$ cat src/rtl/i2dt_pkg.sv
// Shared types and constants for the integer to decimal text converter.
package i2dt_pkg;

	localparam int unsigned ValueWidth = 32;
	localparam int unsigned PosWidth   = 24;
	localparam int unsigned CodeWidth  = 6;
	localparam int unsigned MaxDigits  = 10;
	localparam int unsigned DigitIdxW  = 4;
	localparam int unsigned StepCntW   = 5;

	localparam logic [CodeWidth-1:0] CodeZero  = 6'd48;
	localparam logic [CodeWidth-1:0] CodeMinus = 6'd45;

	typedef struct packed {
		logic signed [ValueWidth-1:0] value;
		logic [PosWidth-1:0]          base_position;
	} item_t;

	typedef struct packed {
		logic [CodeWidth-1:0] char_code;
		logic [PosWidth-1:0]  char_position;
		logic                 is_last;
	} result_t;

	typedef enum logic [2:0] {
		StIdle,
		StConvert,
		StSkip,
		StSign,
		StDigits
	} state_t;

	typedef struct packed {
		logic load;
		logic shift;
		logic skip;
		logic emit_sign;
		logic emit_digit;
	} ctrl_cmd_t;

	typedef struct packed {
		logic shift_done;
		logic top_zero;
		logic idx_zero;
		logic negative;
	} dp_status_t;

endpackage

$ cat src/rtl/i2dt_ctrl.sv
// Controller state machine: sequences conversion, zero skipping and character output.
module i2dt_ctrl (
	input  logic                   clk,
	input  logic                   arst_n,
	input  logic                   start,
	input  i2dt_pkg::dp_status_t   status,
	output i2dt_pkg::ctrl_cmd_t    cmd,
	output logic                   busy,
	output logic                   strobe
);
	import i2dt_pkg::*;

	state_t state_q;
	state_t state_next;

	always_ff @(posedge clk or negedge arst_n) begin
		if (!arst_n) begin
			state_q <= StIdle;
		end else begin
			state_q <= state_next;
		end
	end

	always_comb begin
		state_next = state_q;
		case (state_q)
			StIdle: begin
				if (start) state_next = StConvert;
			end
			StConvert: begin
				if (status.shift_done) state_next = StSkip;
			end
			StSkip: begin
				// leave once the top digit is significant or only the units digit is left
				if (!status.top_zero || status.idx_zero) begin
					state_next = status.negative ? StSign : StDigits;
				end
			end
			StSign: begin
				state_next = StDigits;
			end
			StDigits: begin
				if (status.idx_zero) state_next = StIdle;
			end
			default: state_next = StIdle;
		endcase
	end

	always_comb begin
		cmd    = '0;
		busy   = 1'b1;
		strobe = 1'b0;
		case (state_q)
			StIdle: begin
				busy     = 1'b0;
				cmd.load = start;
			end
			StConvert: begin
				cmd.shift = 1'b1;
			end
			StSkip: begin
				cmd.skip = status.top_zero && !status.idx_zero;
			end
			StSign: begin
				cmd.emit_sign = 1'b1;
				strobe        = 1'b1;
			end
			StDigits: begin
				cmd.emit_digit = 1'b1;
				strobe         = 1'b1;
			end
			default: begin
				busy = 1'b1;
			end
		endcase
	end

endmodule

$ cat src/rtl/i2dt_dpath.sv
// Datapath: magnitude, shift-add-3 BCD register, digit pointer and position counter.
module i2dt_dpath (
	input  logic                 clk,
	input  logic                 arst_n,
	input  i2dt_pkg::item_t      item,
	input  i2dt_pkg::ctrl_cmd_t  cmd,
	output i2dt_pkg::dp_status_t status,
	output i2dt_pkg::result_t    result
);
	import i2dt_pkg::*;

	logic [ValueWidth-1:0]           mag_q;
	logic [MaxDigits-1:0][3:0]       bcd_q;
	logic [MaxDigits-1:0][3:0]       bcd_adj;
	logic [MaxDigits*4:0]            bcd_shift;
	logic [StepCntW-1:0]             cnt_q;
	logic [DigitIdxW-1:0]            idx_q;
	logic                            neg_q;
	logic [PosWidth-1:0]             pos_q;
	logic [3:0]                      cur_digit;
	logic [ValueWidth-1:0]           raw;

	assign raw = item.value;

	// add three to every digit of five or more before the shift
	always_comb begin
		for (int i = 0; i < MaxDigits; i++) begin
			bcd_adj[i] = (bcd_q[i] >= 4'd5) ? (bcd_q[i] + 4'd3) : bcd_q[i];
		end
	end

	// shift the next magnitude bit in; the top digit never exceeds two, so drop its high bit
	assign bcd_shift = {bcd_adj, mag_q[ValueWidth-1]};

	always_ff @(posedge clk or negedge arst_n) begin
		if (!arst_n) begin
			mag_q <= '0;
			cnt_q <= '0;
			idx_q <= '0;
			neg_q <= 1'b0;
		end else begin
			if (cmd.load) begin
				neg_q <= raw[ValueWidth-1];
				mag_q <= raw[ValueWidth-1] ? ('0 - raw) : raw;
				cnt_q <= '0;
				idx_q <= DigitIdxW'(MaxDigits - 1);
			end else if (cmd.shift) begin
				mag_q <= {mag_q[ValueWidth-2:0], 1'b0};
				cnt_q <= cnt_q + 1'b1;
			end else if (cmd.skip || (cmd.emit_digit && idx_q != '0)) begin
				idx_q <= idx_q - 1'b1;
			end
		end
	end

	always_ff @(posedge clk) begin
		if (cmd.load) begin
			bcd_q <= '0;
			pos_q <= item.base_position;
		end else begin
			if (cmd.shift) begin
				bcd_q <= bcd_shift[MaxDigits*4-1:0];
			end
			if (cmd.emit_sign || cmd.emit_digit) begin
				pos_q <= pos_q + 1'b1;
			end
		end
	end

	assign cur_digit = bcd_q[idx_q];

	assign status.shift_done = (cnt_q == StepCntW'(ValueWidth - 1));
	assign status.top_zero   = (cur_digit == 4'd0);
	assign status.idx_zero   = (idx_q == '0);
	assign status.negative   = neg_q;

	assign result.char_code     = cmd.emit_sign ? CodeMinus : (CodeZero + {2'b00, cur_digit});
	assign result.char_position = pos_q;
	assign result.is_last       = cmd.emit_digit && (idx_q == '0);

endmodule

$ cat src/rtl/int32_to_decimal_text.sv
// Top level of the signed 32-bit integer to decimal character converter.
// Order: the 32-step shift-add-3 loop, the leading-zero skip, then the sign and digits
// at one character per cycle. A new item is taken only while busy is low, once the
// last character of the previous item is out.
// Results are strobed for one cycle each; the receiver cannot stall.
// Reset (arst_n low, asynchronous) returns the controller to idle with busy low.
module int32_to_decimal_text (
	input  logic                clk,
	input  logic                arst_n,
	input  logic                start,
	input  i2dt_pkg::item_t     item,
	output logic                busy,
	output logic                strobe,
	output i2dt_pkg::result_t   result
);
	import i2dt_pkg::*;

	ctrl_cmd_t  cmd;
	dp_status_t status;

	i2dt_ctrl u_ctrl (
		.clk    (clk),
		.arst_n (arst_n),
		.start  (start),
		.status (status),
		.cmd    (cmd),
		.busy   (busy),
		.strobe (strobe)
	);

	i2dt_dpath u_dpath (
		.clk    (clk),
		.arst_n (arst_n),
		.item   (item),
		.cmd    (cmd),
		.status (status),
		.result (result)
	);

endmodule

$ cat config.mk
export PLATFORM = sky130hd
export DESIGN_NAME = int32_to_decimal_text
export DESIGN_NICKNAME = d
export VERILOG_FILES = /design/src/rtl/i2dt_pkg.sv /design/src/rtl/i2dt_ctrl.sv /design/src/rtl/i2dt_dpath.sv /design/src/rtl/int32_to_decimal_text.sv
export SDC_FILE = /design/constraint.sdc
export NUM_CORES = 1
export LEC_CHECK = 0
export CORE_MARGIN = 5
export CORE_UTILIZATION = 65
export DETAILED_ROUTE_END_ITERATION = 8
export DONT_BUFFER_PORTS = 1
export GPL_ROUTABILITY_DRIVEN = 0
export GPL_TIMING_DRIVEN = 0
export PLACE_DENSITY = 0.81
export SLEW_MARGIN = 20
export SYNTH_ARGS = -nofsm -noshare
export SYNTH_HDL_FRONTEND = slang
export SYNTH_HIERARCHICAL = 1
export SYNTH_SLANG_ARGS = --single-unit
$ cat constraint.sdc
create_clock -name clk -period 3.8 [get_ports clk]
set_clock_uncertainty 0.1 [all_clocks]
set_input_delay 0.19 -clock clk [delete_from_list [all_inputs] [get_ports clk]]
set_output_delay 0.19 -clock clk [all_outputs]
set_load 0.005 [all_outputs]
# Word level (Yosys, flattened, before mapping)
# Index checks and enable logic that the tools add are counted.
[totals]
inputBits = 59
output_inout_bits = 33
register_bits = 109
elab_cells = 106
[classes]
n_addsub = 15
n_reduce_logical = 18
magnitude_cmp = 11
eq_ne = 10
n_mux = 36
[op_table]
columns = ["cell", "n"]
rows = [
  ["two-way mux 32 bit", 3],
  ["two-way mux 4 bit", 13],
  ["two-way mux 24 bit", 2],
  ["greater-or-equal comparator 4 x 3 -> 1 bit, second input constant", 10],
  ["adder 4 x 2 -> 4 bit, second input constant", 9],
  ["subtractor 1 x 32 -> 32 bit, first input constant", 1],
  ["adder 24 x 1 -> 24 bit, second input constant", 1],
  ["two-way mux 3 bit", 6],
  ["binary-select mux 4 bit (select 4 bit)", 1],
  ["one-hot mux 3 bit (5 select lines)", 1],
  ["two-way mux 5 bit", 2],
  ["logical NOT 4 bit", 2],
  ["two-way mux 1 bit", 7],
  ["adder 5 x 5 -> 6 bit, first input constant", 1],
  ["== test 3 x 2 -> 1 bit, second input constant", 2],
  ["two-way mux 6 bit", 1],
  ["inequality test 2 x 1 -> 1 bit, second input constant", 3],
  ["nonzero test 2 bit", 3],
  ["adder 5 x 1 -> 5 bit, second input constant", 1],
  ["== test 5 bit, second input constant", 1],
  ["less-than comparator 4 x 5 -> 1 bit, second input constant", 1],
  ["inequality test 2 bit, second input constant", 2],
  ["AND reduction 4 bit", 1],
  ["nonzero test 4 bit", 1],
  ["10 further kinds", 15],
]

# Logic depth before layout (Yosys ltp)
[logic_depth]
depth_word = 9
depth_mapped = 13
mapped_depth_nobuf = 11

# Modules after synthesis
# Netlist, hierarchy kept.
[modules_own_cells]
columns = ["module", "area_each_um2", "cells_each", "seq_area_each_um2", "n_inst"]
rows = [
  ["i2dt_dpath", 6693.9, 750, 2572.5, 1],
  ["i2dt_ctrl", 230.2, 28, 75.1, 1],
]

# Least setup slack after synthesis
# OpenSTA, ideal clock, no wires.
[synth_timing]
path_kind = "register to register"
start = "register u_dpath.idx_q[0]"
end = "register u_dpath.idx_q[1]"
path_slack_ns = 1.084
period_less_slack_ns = 2.716
path_stages_with_launch = 14
arrival_ns = 2.522
setup_time_ns = 0.094
t_required_ns = 3.606
n_path_buf = 3
cell_sequence = "dfrtp_1 > buf_2 > buf_2 > buf_2 > mux2i_1 > o22ai_1 > o31ai_1 > nor3b_1 > nand2b_1 > nor3_1 > a21oi_1 > nor2_1 > nor2_1 > a211oi_1"
[synth_rtl]
columns = ["item", "line", "rtl"]
rows = [
  ["from (decl)", "i2dt_dpath.sv:17", "logic [DigitIdxW-1:0] idx_q;"],
  ["from (signal assigned)", "i2dt_dpath.sv:46", "idx_q <= DigitIdxW'(MaxDigits - 1);"],
  ["from (signal assigned)", "i2dt_dpath.sv:51", "idx_q <= idx_q - 1'b1;"],
]

==> impl_results.md <==
- DR pass1 iterations: 5
- Worst Path Required: 3.95 ns
- Layout cells sized above 1: 5.05%
- Non-Filler Instances: 988
- Vias: 6242
- EDFF count, synth: 24
- Vias in the first global route: 6305
- Core Box Area: 0.0104 mm²
- Leak pwr: 3.24 nW
- Largest net degree at the start of global routing: 46
- CTS clock-pin slew for the worst setup and hold paths: 0.10 ns
- Worst VDD drop: 0.000441 V
- Rows: 37
- Worst setup SP type: flip-flop
- Synthesis Warnings: 6
- Synthesized Nets: 862
- Critical path class: reg -> reg
- Ys async rst share: 41.3%
- Dominant synthesized flop cell: dfrtp_1
- Max incr delay on CP: 0.38 ns
- WL per Instance: 18.9 µm
- Die Wd: 113 µm
- Post-CTS Setup Repair Bufs: 0
- # fillers: 723
- Worst path cell trace: buf_2, buf_2, clkbuf_4, mux2i_1, o22ai_1, o31ai_1, nor3b_1, nand2b_1, nor3_1, a21oi_1, nor2_1, xnor2_1, nand2b_1
- Final Util: 75.7%
- Final Worst Setup Slack: 0.212 ns
- Max Slew Vio Count: 0
- Hold path cells: 3
- Fin Hold WS: 0.0275 ns
- Cells after synthesis: 778
- DIE AREA: 0.0128 mm²
- Top-Level Pins: 92
- Dpl hpwl: 12500 µm
- TritonCTS buffer count: 9
- Cell area after layout: 0.00785 mm²
- # port buffers: 0
- Placed cell count: 914
- Worst Path Max Fanout: 10
- FF-to-FF path depth: 13
- Overflow after GRT: 0
- #FFs+latches synth: 109
- First-pass GRT wire length: 30700 µm
- ANT nets after route: 0
- Worst-Skew Late Latency: 0.37 ns
- Most frequent cells in the layout: 66 x nand2_1, 57 x dlygate4sd3_1, 57 x a21oi_1
- Storage element area: 0.00265 mm²
- RSZ-0062 raised after global routing: false
- Worst Path Arrival: 3.74 ns
- Status: completed
- Clock Sinks: 109
- Post-place setup slack: 0.292 ns
- CP max-delay cell: o31ai_1
- Drt total wl: 18700 µm
- Number of distinct library cells after synthesis: 55
- DR iter-0 viols: 727
- Initial antenna violation count: 0
- DRC Markers: 0
- Commonest non-fill, non-tap cell in the layout: nand2_1
- CTS HTree Levels: 3
- Power Dens Cells: 768 mW/mm²
- Max_cap viols: 0
- Area post-placement: 0.00709 mm²
- CTS max path bufs: 2
- Hold Path Class: in -> reg
- Starting Density: 66.8%
- Nets@finish: 931
- Synthesized area per cell: 8.90 µm²
- Synth Cell Area: 0.00692 mm²
- Final setup viols: 0
- Max-Slew Margin vs Limit: 31.9%
- Die Y: 113 µm
- Final Hold Viols: 0
- Sequential element share of the synthesized area: 38.2%
- Area growth syn-to-layout: 13.4%
- Tot GR Track Use: 29.4%
- Final period utilization: 94.4%
- Tot Pwr: 6.03 mW
- CTS tree: done
- Clk root buf: clkbuf_8
- Footprint of the multi-input gates: 0.00395 mm²
- # diodes: 0
- Final Critical Period: 3.59 ns
- Setup crit end kind: flip-flop
- Worst Max-Slew Pin Slew: 1.02 ns
- TNS Setup: 0 ns
- Vias/cell: 6.32
- Fmax: 279 MHz
-- state kept, by name, indices dropped and copies added, names as in the netlist --
register	cells
u_ctrl/state_q	3
u_dpath/cnt_q	5
u_dpath/idx_q	4
u_dpath/pos_q	24
u_dpath/bcd_q	40
u_dpath/mag_q	32
u_dpath/neg_q	1
-- what timing repair did --
item | CTS | global route
hold buffers | 58 | 0
gates resized for setup | 0 | 1
setup endpoints to repair | 0 | 3
endpoints found under the hold margin | 101 | 0
-- path summary, 6_finish.rpt --
path | to | slack (ns) | from
worst min register to register | u_dpath/bcd_q[39] | 0.38 | u_dpath/bcd_q[39]
worst max-delay path | u_dpath/idx_q[0] | 0.21 | u_dpath/idx_q[0]
worst max register to register | u_dpath/idx_q[0] | 0.21 | u_dpath/idx_q[0]
min in group asynchronous | u_dpath/mag_q[17] | 0.24 | arst_n
max in group asynchronous | u_ctrl/state_q[0] | 3.16 | arst_n
worst min-delay path | u_dpath/mag_q[6] | 0.03 | item[29]
-- critical path: cells and delay by family, from the launching register on --
family	cells	cell delay [ns]
and+or+nand+nor	5	1.10
buffers and inverters	3	0.88
AOI/OAI and AO/OA	3	0.58
DFF	1	0.34
muxes	1	0.30
xor gates and xnor gates	1	0.18
-- logic make-up (layout without fill, tap and decap cells) --
logic type      after synthesis  count (layout)  share of synthesized area (%)
compound gates              193             193                           17.6
xor+xnor                     75              75                           9.49
fa+ha+maj                    25              25                           4.52
buf+inv                      81             155                           4.70
flops                       109             109                           38.2
mux                          45              45                           6.56
other cells                   1               1                         0.0542
simple gates                249             249                           18.9
-- metal layers --
layer / vias to the layer above / GRT usage, % / wire (µm)
met5: - / 0 / 0
met3: 62 / 4.81 / 1460
met4: 0 / 12.6 / 495
met2: 337 / 50.1 / 9130
li1: 2880 / - / -
met1: 2963 / 37.0 / 7630
-- cell type report --
| class | count | area share (%) |
|---|---|---|
| clock inverters | 6 | 0.382 |
| repair buffers | 58 | 7.62 |
| well taps | 136 | 2.17 |
| clock buffers | 10 | 1.63 |
| inverters | 34 | 1.63 |
| plain buffers | 47 | 2.55 |
| flip-flops and latches | 109 | 33.7 |
| multi-input cells | 588 | 50.3 |
-- power by group --
part / total (mW) / switching (mW) / leakage, nW / internal, mW
logic: 3.21 / 1.80 / 2.04 / 1.40
registers: 2.22 / 0.475 / 1.11 / 1.74
clock network: 0.610 / 0.378 / 0.0809 / 0.231
total: 6.03 / 2.66 / 3.24 / 3.38
-- cells in the mapped netlist, types with 5 or more instances --
| master | n | area share (%) |
|---|---|---|
| buf_2 | 5 | 0.36 |
| xor2_1 | 36 | 4.6 |
| o22ai_1 | 5 | 0.45 |
| edfxtp_1 | 24 | 10 |
| inv_1 | 34 | 1.8 |
| a21o_1 | 9 | 0.98 |
| a211oi_1 | 27 | 2.9 |
| nor4_1 | 6 | 0.54 |
| nand2_1 | 66 | 3.6 |
| nor2_1 | 40 | 2.2 |
| buf_1 | 9 | 0.49 |
| o21ai_0 | 51 | 3.7 |
| dfrtp_1 | 45 | 16 |
| or2_2 | 8 | 0.72 |
| mux2i_1 | 42 | 6.1 |
| nor2b_1 | 25 | 2.3 |
| clkbuf_1 | 30 | 1.6 |
| dfxtp_1 | 40 | 12 |
| o211ai_1 | 9 | 0.98 |
| xnor2_1 | 39 | 4.9 |
| ha_1 | 25 | 4.5 |
| o31ai_1 | 14 | 1.5 |
| or4_1 | 5 | 0.54 |
| nor3_1 | 8 | 0.58 |
| o41ai_1 | 9 | 1.1 |
| nand2b_1 | 36 | 3.3 |
| a21oi_1 | 57 | 4.1 |
| nand3_1 | 27 | 2.0 |
| nand4_1 | 6 | 0.54 |
Power figures use the tool's default switching activity.
